**src/rtl/mop_pkg.sv**
```systemverilog
// ----------------------------------------------------------------------------
// mop_pkg
// shared types and constants of the moving object pool
// ----------------------------------------------------------------------------
`timescale 1ns / 1ps

package mop_pkg;

    localparam int POOL_SIZE_DEF = 16;

    localparam int CFG_IDX_W  = 3;
    localparam int CFG_DATA_W = 8;

    localparam logic [CFG_IDX_W-1:0] CFG_WALL_LEFT   = 3'd0;
    localparam logic [CFG_IDX_W-1:0] CFG_WALL_RIGHT  = 3'd1;
    localparam logic [CFG_IDX_W-1:0] CFG_WALL_TOP    = 3'd2;
    localparam logic [CFG_IDX_W-1:0] CFG_WALL_BOTTOM = 3'd3;
    localparam logic [CFG_IDX_W-1:0] CFG_SPEED_SCALE = 3'd4;

    localparam logic [1:0] CMD_TICK  = 2'd0;
    localparam logic [1:0] CMD_SPAWN = 2'd1;
    localparam logic [1:0] CMD_CLEAR = 2'd2;

    // control broadcast to every cell for one cycle
    typedef struct packed {
        logic       tick;
        logic       spawn;
        logic       clear;
        logic [7:0] wall_left;
        logic [7:0] wall_right;
        logic [7:0] wall_top;
        logic [7:0] wall_bottom;
        logic [7:0] start_x;
        logic [7:0] start_y;
        logic [7:0] vel_x;
        logic [7:0] vel_y;
    } t_cell_ctl;

endpackage

```
**src/rtl/mop_cell.sv**
```systemverilog
// ----------------------------------------------------------------------------
// mop_cell
// one pool slot: active flag, position and velocity, free-slot chain link
// ----------------------------------------------------------------------------
`timescale 1ns / 1ps

module mop_cell (
    input  logic               i_clk,
    input  logic               i_rst_n,
    input  mop_pkg::t_cell_ctl i_ctl,
    input  logic               i_free_before,
    output logic               o_free_before,
    output logic               o_take,
    output logic               o_active
);

    logic       r_active;
    logic [7:0] r_pos_x;
    logic [7:0] r_pos_y;
    logic [7:0] r_vel_x;
    logic [7:0] r_vel_y;

    logic              w_take;
    logic signed [9:0] w_nx;
    logic signed [9:0] w_ny;
    logic              w_out;

    assign w_take        = i_ctl.spawn & ~i_free_before & ~r_active;
    assign o_free_before = i_free_before | ~r_active;
    assign o_take        = w_take;
    assign o_active      = r_active;

    // widened signed step
    assign w_nx = $signed({2'b00, r_pos_x}) + $signed({{2{r_vel_x[7]}}, r_vel_x});
    assign w_ny = $signed({2'b00, r_pos_y}) + $signed({{2{r_vel_y[7]}}, r_vel_y});

    assign w_out = (w_nx < $signed({2'b00, i_ctl.wall_left}))  ||
                   (w_nx > $signed({2'b00, i_ctl.wall_right})) ||
                   (w_ny < $signed({2'b00, i_ctl.wall_top}))   ||
                   (w_ny > $signed({2'b00, i_ctl.wall_bottom}));

    always_ff @(posedge i_clk) begin
        if (!i_rst_n) begin
            r_active <= 1'b0;
        end else if (i_ctl.clear) begin
            r_active <= 1'b0;
        end else if (w_take) begin
            r_active <= 1'b1;
        end else if (i_ctl.tick && r_active && w_out) begin
            r_active <= 1'b0;
        end
    end

    always_ff @(posedge i_clk) begin
        if (w_take) begin
            r_pos_x <= i_ctl.start_x;
            r_pos_y <= i_ctl.start_y;
            r_vel_x <= i_ctl.vel_x;
            r_vel_y <= i_ctl.vel_y;
        end else if (i_ctl.tick && r_active && !w_out) begin
            r_pos_x <= w_nx[7:0];
            r_pos_y <= w_ny[7:0];
        end
    end

endmodule

```
**src/rtl/moving_object_pool.sv**
```systemverilog
// ----------------------------------------------------------------------------
// moving_object_pool
// pool of moving objects kept in a row of slot cells; spawn, tick and clear
// sequence: input beat registered, states EXEC, COUNT, DONE, result register
// new beats wait for IDLE, DONE waits on the output; the active count is
// gathered by a scan over the slot cells, one cell per cycle
// reset: synchronous, all slots free, walls 0..255, speed scale 1
// ----------------------------------------------------------------------------
`timescale 1ns / 1ps

module moving_object_pool #(
    parameter int POOL_SIZE = mop_pkg::POOL_SIZE_DEF
) (
    input  logic                           i_clk,
    input  logic                           i_rst_n,
    input  logic                           i_cfg_we,
    input  logic [mop_pkg::CFG_IDX_W-1:0]  i_cfg_idx,
    input  logic [mop_pkg::CFG_DATA_W-1:0] i_cfg_data,
    input  logic                           i_in_valid,
    output logic                           o_in_ready,
    input  logic [1:0]                     i_cmd,
    input  logic [7:0]                     i_start_x,
    input  logic [7:0]                     i_start_y,
    input  logic signed [7:0]              i_aim_x,
    input  logic signed [7:0]              i_aim_y,
    output logic                           o_out_valid,
    input  logic                           i_out_ready,
    output logic                           o_spawn_ok,
    output logic [3:0]                     o_slot_taken,
    output logic [4:0]                     o_active_count
);

    localparam int IdxW = (POOL_SIZE > 1) ? $clog2(POOL_SIZE) : 1;
    localparam int CntW = $clog2(POOL_SIZE + 1);

    typedef enum logic [3:0] {
        S_IDLE  = 4'b0001,
        S_EXEC  = 4'b0010,
        S_COUNT = 4'b0100,
        S_DONE  = 4'b1000
    } t_state;

    t_state r_state;
    t_state n_state;

    logic [7:0] r_wall_left;
    logic [7:0] r_wall_right;
    logic [7:0] r_wall_top;
    logic [7:0] r_wall_bottom;
    logic [6:0] r_speed_scale;

    logic [1:0] r_cmd;
    logic [7:0] r_start_x;
    logic [7:0] r_start_y;
    logic [7:0] r_aim_x;
    logic [7:0] r_aim_y;

    logic            r_ok;
    logic [IdxW-1:0] r_slot;
    logic [IdxW-1:0] r_idx;
    logic [CntW-1:0] r_cnt;

    logic            r_out_valid;
    logic            r_out_ok;
    logic [IdxW-1:0] r_out_slot;
    logic [CntW-1:0] r_out_cnt;

    mop_pkg::t_cell_ctl    w_ctl;
    logic [POOL_SIZE:0]    w_chain;
    logic [POOL_SIZE-1:0]  w_take;
    logic [POOL_SIZE-1:0]  w_active;
    logic [14:0]           w_prod_x;
    logic [14:0]           w_prod_y;
    logic [IdxW-1:0]       w_slot;
    logic                  w_in_beat;
    logic                  w_out_free;
    logic [IdxW+3:0]       w_slot_ext;
    logic [CntW+4:0]       w_cnt_ext;

    assign w_in_beat  = i_in_valid & o_in_ready;
    assign w_out_free = ~r_out_valid | i_out_ready;
    assign o_in_ready = (r_state == S_IDLE);

    // configuration registers
    always_ff @(posedge i_clk) begin
        if (!i_rst_n) begin
            r_wall_left   <= 8'd0;
            r_wall_right  <= 8'd255;
            r_wall_top    <= 8'd0;
            r_wall_bottom <= 8'd255;
            r_speed_scale <= 7'd1;
        end else if (i_cfg_we) begin
            unique case (i_cfg_idx)
                mop_pkg::CFG_WALL_LEFT:   r_wall_left   <= i_cfg_data;
                mop_pkg::CFG_WALL_RIGHT:  r_wall_right  <= i_cfg_data;
                mop_pkg::CFG_WALL_TOP:    r_wall_top    <= i_cfg_data;
                mop_pkg::CFG_WALL_BOTTOM: r_wall_bottom <= i_cfg_data;
                mop_pkg::CFG_SPEED_SCALE: r_speed_scale <= i_cfg_data[6:0];
                default: ;
            endcase
        end
    end

    // input beat capture
    always_ff @(posedge i_clk) begin
        if (w_in_beat) begin
            r_cmd     <= i_cmd;
            r_start_x <= i_start_x;
            r_start_y <= i_start_y;
            r_aim_x   <= i_aim_x;
            r_aim_y   <= i_aim_y;
        end
    end

    assign w_prod_x = 15'(r_aim_x) * 15'(r_speed_scale);
    assign w_prod_y = 15'(r_aim_y) * 15'(r_speed_scale);

    always_comb begin
        w_ctl             = '0;
        w_ctl.tick        = (r_state == S_EXEC) && (r_cmd == mop_pkg::CMD_TICK);
        w_ctl.spawn       = (r_state == S_EXEC) && (r_cmd == mop_pkg::CMD_SPAWN) &&
                            ((r_aim_x != 8'd0) || (r_aim_y != 8'd0));
        w_ctl.clear       = (r_state == S_EXEC) && (r_cmd == mop_pkg::CMD_CLEAR);
        w_ctl.wall_left   = r_wall_left;
        w_ctl.wall_right  = r_wall_right;
        w_ctl.wall_top    = r_wall_top;
        w_ctl.wall_bottom = r_wall_bottom;
        w_ctl.start_x     = r_start_x;
        w_ctl.start_y     = r_start_y;
        w_ctl.vel_x       = w_prod_x[7:0];
        w_ctl.vel_y       = w_prod_y[7:0];
    end

    // row of slot cells, lowest free slot found along the chain
    assign w_chain[0] = 1'b0;

    for (genvar g = 0; g < POOL_SIZE; g++) begin : g_cell
        mop_cell u_cell (
            .i_clk         (i_clk),
            .i_rst_n       (i_rst_n),
            .i_ctl         (w_ctl),
            .i_free_before (w_chain[g]),
            .o_free_before (w_chain[g+1]),
            .o_take        (w_take[g]),
            .o_active      (w_active[g])
        );
    end

    always_comb begin
        w_slot = '0;
        for (int i = 0; i < POOL_SIZE; i++) begin
            if (w_take[i]) begin
                w_slot = w_slot | IdxW'(i);
            end
        end
    end

    always_comb begin
        n_state = r_state;
        unique case (r_state)
            S_IDLE:  if (w_in_beat) n_state = S_EXEC;
            S_EXEC:  n_state = S_COUNT;
            S_COUNT: if (r_idx == IdxW'(POOL_SIZE - 1)) n_state = S_DONE;
            S_DONE:  if (w_out_free) n_state = S_IDLE;
            default: n_state = S_IDLE;
        endcase
    end

    always_ff @(posedge i_clk) begin
        if (!i_rst_n) begin
            r_state <= S_IDLE;
        end else begin
            r_state <= n_state;
        end
    end

    // spawn outcome and active count scan
    always_ff @(posedge i_clk) begin
        if (r_state == S_EXEC) begin
            r_ok  <= w_ctl.spawn & (|w_take);
            r_slot <= w_slot;
            r_idx <= '0;
            r_cnt <= '0;
        end else if (r_state == S_COUNT) begin
            r_cnt <= r_cnt + CntW'(w_active[r_idx]);
            r_idx <= r_idx + IdxW'(1);
        end
    end

    // result register
    always_ff @(posedge i_clk) begin
        if (!i_rst_n) begin
            r_out_valid <= 1'b0;
        end else if (r_state == S_DONE && w_out_free) begin
            r_out_valid <= 1'b1;
        end else if (i_out_ready) begin
            r_out_valid <= 1'b0;
        end
    end

    always_ff @(posedge i_clk) begin
        if (r_state == S_DONE && w_out_free) begin
            r_out_ok   <= r_ok;
            r_out_slot <= r_slot;
            r_out_cnt  <= r_cnt;
        end
    end

    assign w_slot_ext     = {4'd0, r_out_slot};
    assign w_cnt_ext      = {5'd0, r_out_cnt};
    assign o_out_valid    = r_out_valid;
    assign o_spawn_ok     = r_out_ok;
    assign o_slot_taken   = w_slot_ext[3:0];
    assign o_active_count = w_cnt_ext[4:0];

    a_fail_no_slot: assert property (@(posedge i_clk) disable iff (!i_rst_n)
        (o_out_valid && !o_spawn_ok) |-> (o_slot_taken == 4'd0))
        else $error("failed spawn reports a slot");

    a_cnt_range: assert property (@(posedge i_clk) disable iff (!i_rst_n)
        (r_state == S_DONE) |-> (r_cnt <= CntW'(POOL_SIZE)))
        else $error("active count beyond pool size");

    a_beat_exec: assert property (@(posedge i_clk) disable iff (!i_rst_n)
        w_in_beat |=> (r_state == S_EXEC))
        else $error("accepted beat not executed");

    a_state_onehot: assert property (@(posedge i_clk) disable iff (!i_rst_n)
        $onehot(r_state))
        else $error("state not one-hot");

endmodule
```
**config.mk**
```make
export PLATFORM = sky130hd
export DESIGN_NAME = moving_object_pool
export DESIGN_NICKNAME = d
export VERILOG_FILES = /design/src/rtl/mop_pkg.sv /design/src/rtl/mop_cell.sv /design/src/rtl/moving_object_pool.sv
export SDC_FILE = /design/constraint.sdc
export NUM_CORES = 2
export LEC_CHECK = 0
export BUFFER_PORTS_ARGS = -buffer_cell sky130_fd_sc_hd__buf_2
export CAP_MARGIN = 20
export CELL_PAD_IN_SITES_DETAIL_PLACEMENT = 1
export CELL_PAD_IN_SITES_GLOBAL_PLACEMENT = 1
export CORE_ASPECT_RATIO = 0.75
export CORE_UTILIZATION = 53
export DETAILED_ROUTE_END_ITERATION = 8
export PLACE_DENSITY = 0.78
export SLEW_MARGIN = 20
export SYNTH_ARGS = -nofsm -noshare
export SYNTH_HDL_FRONTEND = slang
export SYNTH_SLANG_ARGS = --single-unit
```
**constraint.sdc**
```tcl
create_clock -name i_clk -period 6.7 [get_ports i_clk]
set_input_delay 0.335 -clock i_clk [delete_from_list [all_inputs] [get_ports i_clk]]
set_output_delay 0.335 -clock i_clk [all_outputs]
set_load 0.02 [all_outputs]
```
# [Word-level counts from Yosys, hierarchy flattened]
# Cells that the tools add are included.
[totals] register_bits=630 in_bits=50
[classes] muxes=115 multipliers=2 n_bitwise=80 eq_ne=14 reduce_logical=166 magnitude_cmp=65 add_sub_neg=34
[op_table] op="two-way mux 8 bit" n=64
[op_table] op="adder 9 x 8 -> 10 bit" n=32
[op_table] op="greater-than comparator 10 x 9 -> 1 bit" n=32
[op_table] op="< comparator 10 x 9 -> 1 bit" n=32
[op_table] op="nonzero test 2 bit" n=33
[op_table] op="logical AND 1 bit" n=53
[op_table] op="logical OR 1 bit" n=49
[op_table] op="two-way mux 1 bit" n=38
[op_table] op="bitwise AND 1 bit" n=33
[op_table] op="NOT 1 bit" n=32
[op_table] op="logical NOT 1 bit" n=16
[op_table] op="multiplier 8 x 7 -> 8 bit" n=2
[op_table] op="case mux 4 bit (4 select lines)" n=1
[op_table] op="nonzero test 8 bit" n=2
[op_table] op="OR reduction 16 bit" n=1
[op_table] op="bitwise OR 1 bit" n=15
[op_table] op="two-way mux 3 bit" n=4
[op_table] op="two-way mux 4 bit" n=3
[op_table] op="AND reduction 2 bit" n=5
[op_table] op="equality test 4 bit, second input constant" n=2
[op_table] op="two-way mux 2 bit" n=4
[op_table] op="OR reduction 8 bit" n=1
[op_table] op="equality test 3 x 2 -> 1 bit, second input constant" n=2
[op_table] op="adder 5 x 1 -> 5 bit" n=1
[op_table] op="other kinds (17)" n=19

# [Depth between registers and ports, before layout]
[logic_depth] ltp_word=20 ltp_mapped=15 mapped_depth_nobuf=15

# [Cells and area by module]
# A second synthesis with hierarchy kept.
[unflattened] cells_unflattened=4774 hier_area_um2=48620.4
[by_module_without_submodules] module="mop_cell (g_cell[12].u_cell ...)" n_inst=8 area_each_um2=2650.0 cells_per_inst=250
[by_module_without_submodules] module="mop_cell (g_cell[0].u_cell ...)" n_inst=5 area_each_um2=2758.9 cells_per_inst=287
[by_module_without_submodules] module="moving_object_pool" n_inst=1 area_each_um2=5515.3 cells_per_inst=522
[by_module_without_submodules] module="mop_cell (g_cell[9].u_cell)" n_inst=1 area_each_um2=2753.9 cells_per_inst=286
[by_module_without_submodules] module="mop_cell (g_cell[14].u_cell)" n_inst=1 area_each_um2=2705.1 cells_per_inst=282
[by_module_without_submodules] module="mop_cell (g_cell[2].u_cell)" n_inst=1 area_each_um2=2651.3 cells_per_inst=249

# [Least setup slack after synthesis]
# OpenSTA, ideal clock, no wires.
[synth_timing] path_kind="reg2reg" from="register g_cell[8].u_cell.r_vel_y[0]" to="register g_cell[8].u_cell.r_pos_x[0] (enable)" path_buffers=0 setup_slack_ns=1.742 synth_period_minus_slack_ns=4.958 arrival_ns=4.522 path_stages_with_launch=15 required_time_ns=6.264 setup_ns=0.436 path_cell_list="edfxtp_1 ha_1 fa_1 a211oi_1 nor2_1 o21a_1 nor2_1 xnor2_1 ha_1 o21a_1 o22ai_1 a311o_1 nor4_1 nand3_1 o41ai_1"
[synth_between] elab_chain_cells=7 word_cells_on_any_way=8 classes_between="add/sub: 1; order compare: 2; reduce/logical: 5"
[synth_lines] item="start, declared" line_no="mop_cell.sv:21" source="logic [7:0] r_vel_y;"
[synth_lines] item="start signal, assigned" line_no="mop_cell.sv:59" source="r_vel_y <= i_ctl.vel_y;"
[synth_lines] item="adder 9 x 8 -> 10 bit *" line_no="mop_cell.sv:35" source="assign w_ny = $signed({2'b00, r_pos_y}) + $signed({{2{r_vel_y[7]}}, r_vel_y});"
[synth_lines] item="< comparator 10 x 9 -> 1 bit" line_no="mop_cell.sv:39" source="(w_ny < $signed({2'b00, i_ctl.wall_top})) ||"
[synth_lines] item="logical OR 1 bit" line_no="mop_cell.sv:38" source="(w_nx > $signed({2'b00, i_ctl.wall_right})) ||"
[synth_lines] item="logical OR 1 bit *" line_no="mop_cell.sv:39"
[synth_lines] item="logical NOT 1 bit *" line_no="mop_cell.sv:60" source="end else if (i_ctl.tick && r_active && !w_out) begin"
[synth_lines] item="logical AND 1 bit *" line_no="mop_cell.sv:60"
[synth_lines] item="nonzero test 2 bit (no source line) *"
[synth_lines] item="end signal, assigned" line_no="mop_cell.sv:56" source="r_pos_x <= i_ctl.start_x;"
[synth_lines] item="end signal, assigned" line_no="mop_cell.sv:61" source="r_pos_x <= w_nx[7:0];"
[synth_lines] item="end, declared" line_no="mop_cell.sv:18" source="logic [7:0] r_pos_x;"
# Mark *: on every way between the ends. The rest lies on a longest branch, timed or not.
# A chain may end at the register's enable or synchronous reset.

# [Final worst setup path]
[layout_timing] from="register g_cell[15].u_cell.r_vel_y[0]" to="register g_cell[15].u_cell.r_pos_x[1] (enable)"
[layout_between] elab_chain_cells=7 word_cells_on_any_way=8 classes_between="add/sub: 1; order compare: 2; reduce/logical: 5"
[layout_lines] item="start, declared" line_no="mop_cell.sv:21"
[layout_lines] item="start signal, assigned" line_no="mop_cell.sv:59"
[layout_lines] item="adder 9 x 8 -> 10 bit *" line_no="mop_cell.sv:35"
[layout_lines] item="< comparator 10 x 9 -> 1 bit" line_no="mop_cell.sv:39"
[layout_lines] item="logical OR 1 bit" line_no="mop_cell.sv:38"
[layout_lines] item="logical OR 1 bit *" line_no="mop_cell.sv:39"
[layout_lines] item="logical NOT 1 bit *" line_no="mop_cell.sv:60"
[layout_lines] item="logical AND 1 bit *" line_no="mop_cell.sv:60"
[layout_lines] item="nonzero test 2 bit (no source line) *"
[layout_lines] item="end signal, assigned" line_no="mop_cell.sv:56"
[layout_lines] item="end signal, assigned" line_no="mop_cell.sv:61"
[layout_lines] item="end, declared" line_no="mop_cell.sv:18"
# Marked as above.

==> results.md <==
* Outcome: finished clean
* Power Density at 180 mW/mm^2
* Clock transition time at the flip-flop clock pins of the worst setup and hold paths at 0.06 ns
* Number of distinct standard cells referenced by the synthesized netlist at 87
* Number of levels the H-tree was split into at 3
* Global route total overflow at 0
* Area Growth Syn to Fin at 11.2%
* Most common library cell in the layout ignoring fill and taps: sky130_fd_sc_hd__ha_1
* Initial antenna violation count at 17
* Number of max-capacitance violations reported at 0
* Final nets at about 5.4k
* Yosys Warn Count at 0
* Die W at 343 um
* Sink Count at 630
* Worst VDD drop at ~230 uV
* I/O Buffers at 61
* Final Max Tran Viols at 0
* Number of buffers inserted by post-CTS setup repair at 0
* Final Setup Violations at 0
* Most used DFF post-synth: sky130_fd_sc_hd__edfxtp_1
* Placed Instance Area at 0.0488 sq mm
* Post-detail-place hpwl at 111000 um
* CP max FO at 16
* Wire length after detailed routing at 170000 um
* Final non-filler cell total at roughly 5.7k
* Global-route wire length before repair at 249000 um
* Root buffer cell: sky130_fd_sc_hd__clkbuf_16
* Sequential-to-total area share from yosys stat at 39.3%
* Count of state elements after synthesis at 630
* RSZ-0062 raised after global routing: no
* Placement row count at just over 90
* DRC marker count from the first detailed-route iteration at approximately 3.9k
* Weighted congestion reported at the end of routability-driven placement at 0.929
* Net count of the mapped netlist at 5161
* Hold Path Class: input port to register
* Routed length per placed instance at around 30 um
* Worst skew pair latency at 0.66 ns
* Clock tree from TritonCTS: done
* Tmin final at 5.01 ns
* Via-to-Cell Ratio at 6.63
* Final Hold Vio Count at 0
* Core region area at 0.0862 sq mm
* Fraction of final layout cells sized beyond drive strength 1 at approximately 12%
* Instance count of the mapped netlist at 4256
* Die area at 0.0887 sq mm
* Slew headroom at a little under a fifth
* Largest net degree at the start of global routing at 47
* Type of the worst setup path: register to register
* Core occupancy in the finished layout at around three fifths
* Actual transition at the worst max-transition pin at 1.23 ns
* Data arrival time of the worst path at 5.29 ns
* Num ports at 62
* Crit start category: register
* Clock Path Buffers at 3
* Maximum clock frequency at 200 MHz
* Max Clock Skew at 0.0280 ns
* Most frequent cells in the layout: 799 x sky130_fd_sc_hd__ha_1, 561 x sky130_fd_sc_hd__edfxtp_1, 384 x sky130_fd_sc_hd__nand2_1
* Worst path required time at 6.97 ns
* Final Instance Area at 0.0515 sq mm
* Final Cycle Share at 74.8%
* Starting density of the core at 53.8%
* Leakage component of the power at ~21 nW
* FF+latch area at between 0.015 and 0.02 sq mm
* Clock buffer count from CTS at 71
* Total via count in the routed design at about 37k
* Synthesized cell area at 0.0464 sq mm
* Number of placed instances, taps included at about 5.5k
* Async set-or-reset flop fraction in the synthesized netlist at 0%
* Area used by multi-input combinational logic at roughly 0.027 sq mm
* Number of synthesized flops with an enable pin at 561
* Avg Cell Area, Syn at 10.9 sq um
* Fillcell total at 9121
* Die H at ~260 um
* DRC violations left at 0
* Residual antenna-violating net count after detailed routing at 0
* Final sum of negative setup slack at 0 ns
* Endpoint kind of the worst setup timing path: register
* Total global routing track utilization at 38.2%
* TritonRoute pass-1 iters at 5
* Vias in the first global route at ~38k
-- Yosys cell counts, drive strengths merged, types with 8 or more instances --
master / n / share of area (%)
a2111oi: 26 / 0.49
a211o: 21 / 0.40
a211oi: 98 / 1.6
a21boi: 28 / 0.45
a21o: 88 / 1.4
a21oi: 211 / 2.3
a31o: 11 / 0.21
a31oi: 22 / 0.30
and2: 37 / 0.50
and3: 10 / 0.13
buf: 23 / 0.24
clkbuf: 56 / 0.45
dfxtp: 69 / 3.0
edfxtp: 561 / 36
fa: 56 / 2.4
ha: 799 / 22
inv: 196 / 1.6
mux2: 171 / 4.2
mux2i: 9 / 0.19
nand2: 385 / 3.1
nand2b: 65 / 0.88
nand3: 44 / 0.49
nand3b: 13 / 0.21
nand4: 52 / 0.72
nor2: 221 / 1.8
nor2b: 41 / 0.55
nor3: 77 / 0.84
nor4: 41 / 0.63
o2111ai: 8 / 0.15
o211ai: 59 / 0.96
o21a: 84 / 1.4
o21ai: 250 / 2.7
o21bai: 30 / 0.49
o221ai: 12 / 0.23
o22ai: 14 / 0.19
o31ai: 15 / 0.24
or2: 12 / 0.17
or3: 18 / 0.24
or4: 19 / 0.31
xnor2: 130 / 2.5
xor2: 67 / 1.3
-- per-layer routing --
layer	track usage (%)	part of all wire (%)	up-vias	wire, um
li1	-	-	16600	-
met1	51.7	41	18700	69400
met2	58.7	43	1763	73800
met3	7.45	10	451	17200
met4	18.7	5.8	4	9920
met5	0	0.016	-	27
-- registers in the layout, indices dropped and copies added (netlist names), 5 cells and up --
register and cells:
g_cell.u_cell.r_pos_x 128, r_wall_bottom 8, r_speed_scale 7, r_aim_y 8
o_active_count 5, r_start_x 8, g_cell.u_cell.r_vel_x 128, g_cell.u_cell.r_pos_y 128
r_wall_top 8, r_start_y 8, r_wall_right 8, r_cnt 5
r_wall_left 8, g_cell.u_cell.o_active 16, r_aim_x 8, g_cell.u_cell.r_vel_y 128
-- kinds of logic (layout without fill, tap and decap cells) --
| logic type | Yosys count | in the layout | share of synthesized area, % |
|---|---|---|---|
| AOI/OAI and AO/OA | 1045 | 1045 | 14.8 |
| buffers and inverters | 276 | 528 | 2.29 |
| other | 0 | 7 | 0 |
| and+or+nand+nor | 1068 | 1068 | 11.3 |
| xor gates and xnor gates | 197 | 197 | 3.72 |
| adders and majority gates | 855 | 855 | 24.0 |
| muxes | 185 | 185 | 4.59 |
| DFF | 630 | 630 | 39.3 |
-- final cells by class --
cell class                      count  share of cell area, %
Antenna cell                        7                 0.0340
Clock buffer                       93                   3.95
Clock inverter                     38                  0.701
Inverter                          197                   1.43
Multi-Input combinational cell   3350                   52.9
Sequential cell                   630                   35.4
Tap cell                         1140                   2.77
Timing Repair Buffer              200                   2.85
-- where the power goes --
| part | total, mW | internal [mW] | switching, mW |
|---|---|---|---|
| combinational | 0.799 | 0.200 | 0.599 |
| clock | 4.15 | 2.38 | 1.77 |
| sequential | 4.35 | 4.32 | 0.0309 |
| total | 9.30 | 6.91 | 2.40 |
-- path summary, 6_finish.rpt --
path | startpoint | to | slack (ns) | depth (start not counted)
hold reg to reg | r_slot[1] | o_slot_taken[1] | 0.44 | 0
setup / recovery | g_cell[15].u_cell.r_vel_y[0] | g_cell[15].u_cell.r_pos_x[1] | 1.69 | 15
hold / removal | i_cfg_data[0] | r_speed_scale[0] | 0.03 | 3
setup reg to reg | g_cell[15].u_cell.r_vel_y[0] | g_cell[15].u_cell.r_pos_x[1] | 1.69 | 15
-- what timing repair did --
| action | in CTS | in global routing |
|---|---|---|
| hold endpoints to repair | 36 | 0 |
| resized for setup | 0 | 0 |
| hold buffers | 35 | 0 |
-- worst max-delay path, cell delays in order, from the launching register on --
cell	delay, ns
sky130_fd_sc_hd__edfxtp_1	0.37
sky130_fd_sc_hd__ha_1	0.26
sky130_fd_sc_hd__fa_1	0.51
sky130_fd_sc_hd__a211o_1	0.33
sky130_fd_sc_hd__o211ai_1	0.13
sky130_fd_sc_hd__nand2b_1	0.08
sky130_fd_sc_hd__a21oi_1	0.17
sky130_fd_sc_hd__xnor2_1	0.19
sky130_fd_sc_hd__ha_1	0.30
sky130_fd_sc_hd__nand3_1	0.13
sky130_fd_sc_hd__o221ai_1	0.14
sky130_fd_sc_hd__a21o_1	0.18
sky130_fd_sc_hd__a2111oi_0	0.49
sky130_fd_sc_hd__o2111ai_1	0.23
sky130_fd_sc_hd__a221o_1	0.37
sky130_fd_sc_hd__o22ai_2	0.73
-- through the flow --
stage	setup WS, ns	hold slack, ns	power, mW
after floorplan	1.74	0.400	4.70
after global placement	1.68	0.417	5.15
after detailed placement	1.78	0.407	5.18
after CTS	1.74	0.00833	9.30
after global routing	1.36	0.0354	9.45
final	1.69	0.0295	9.30
Power figures use the tool's default switching activity.
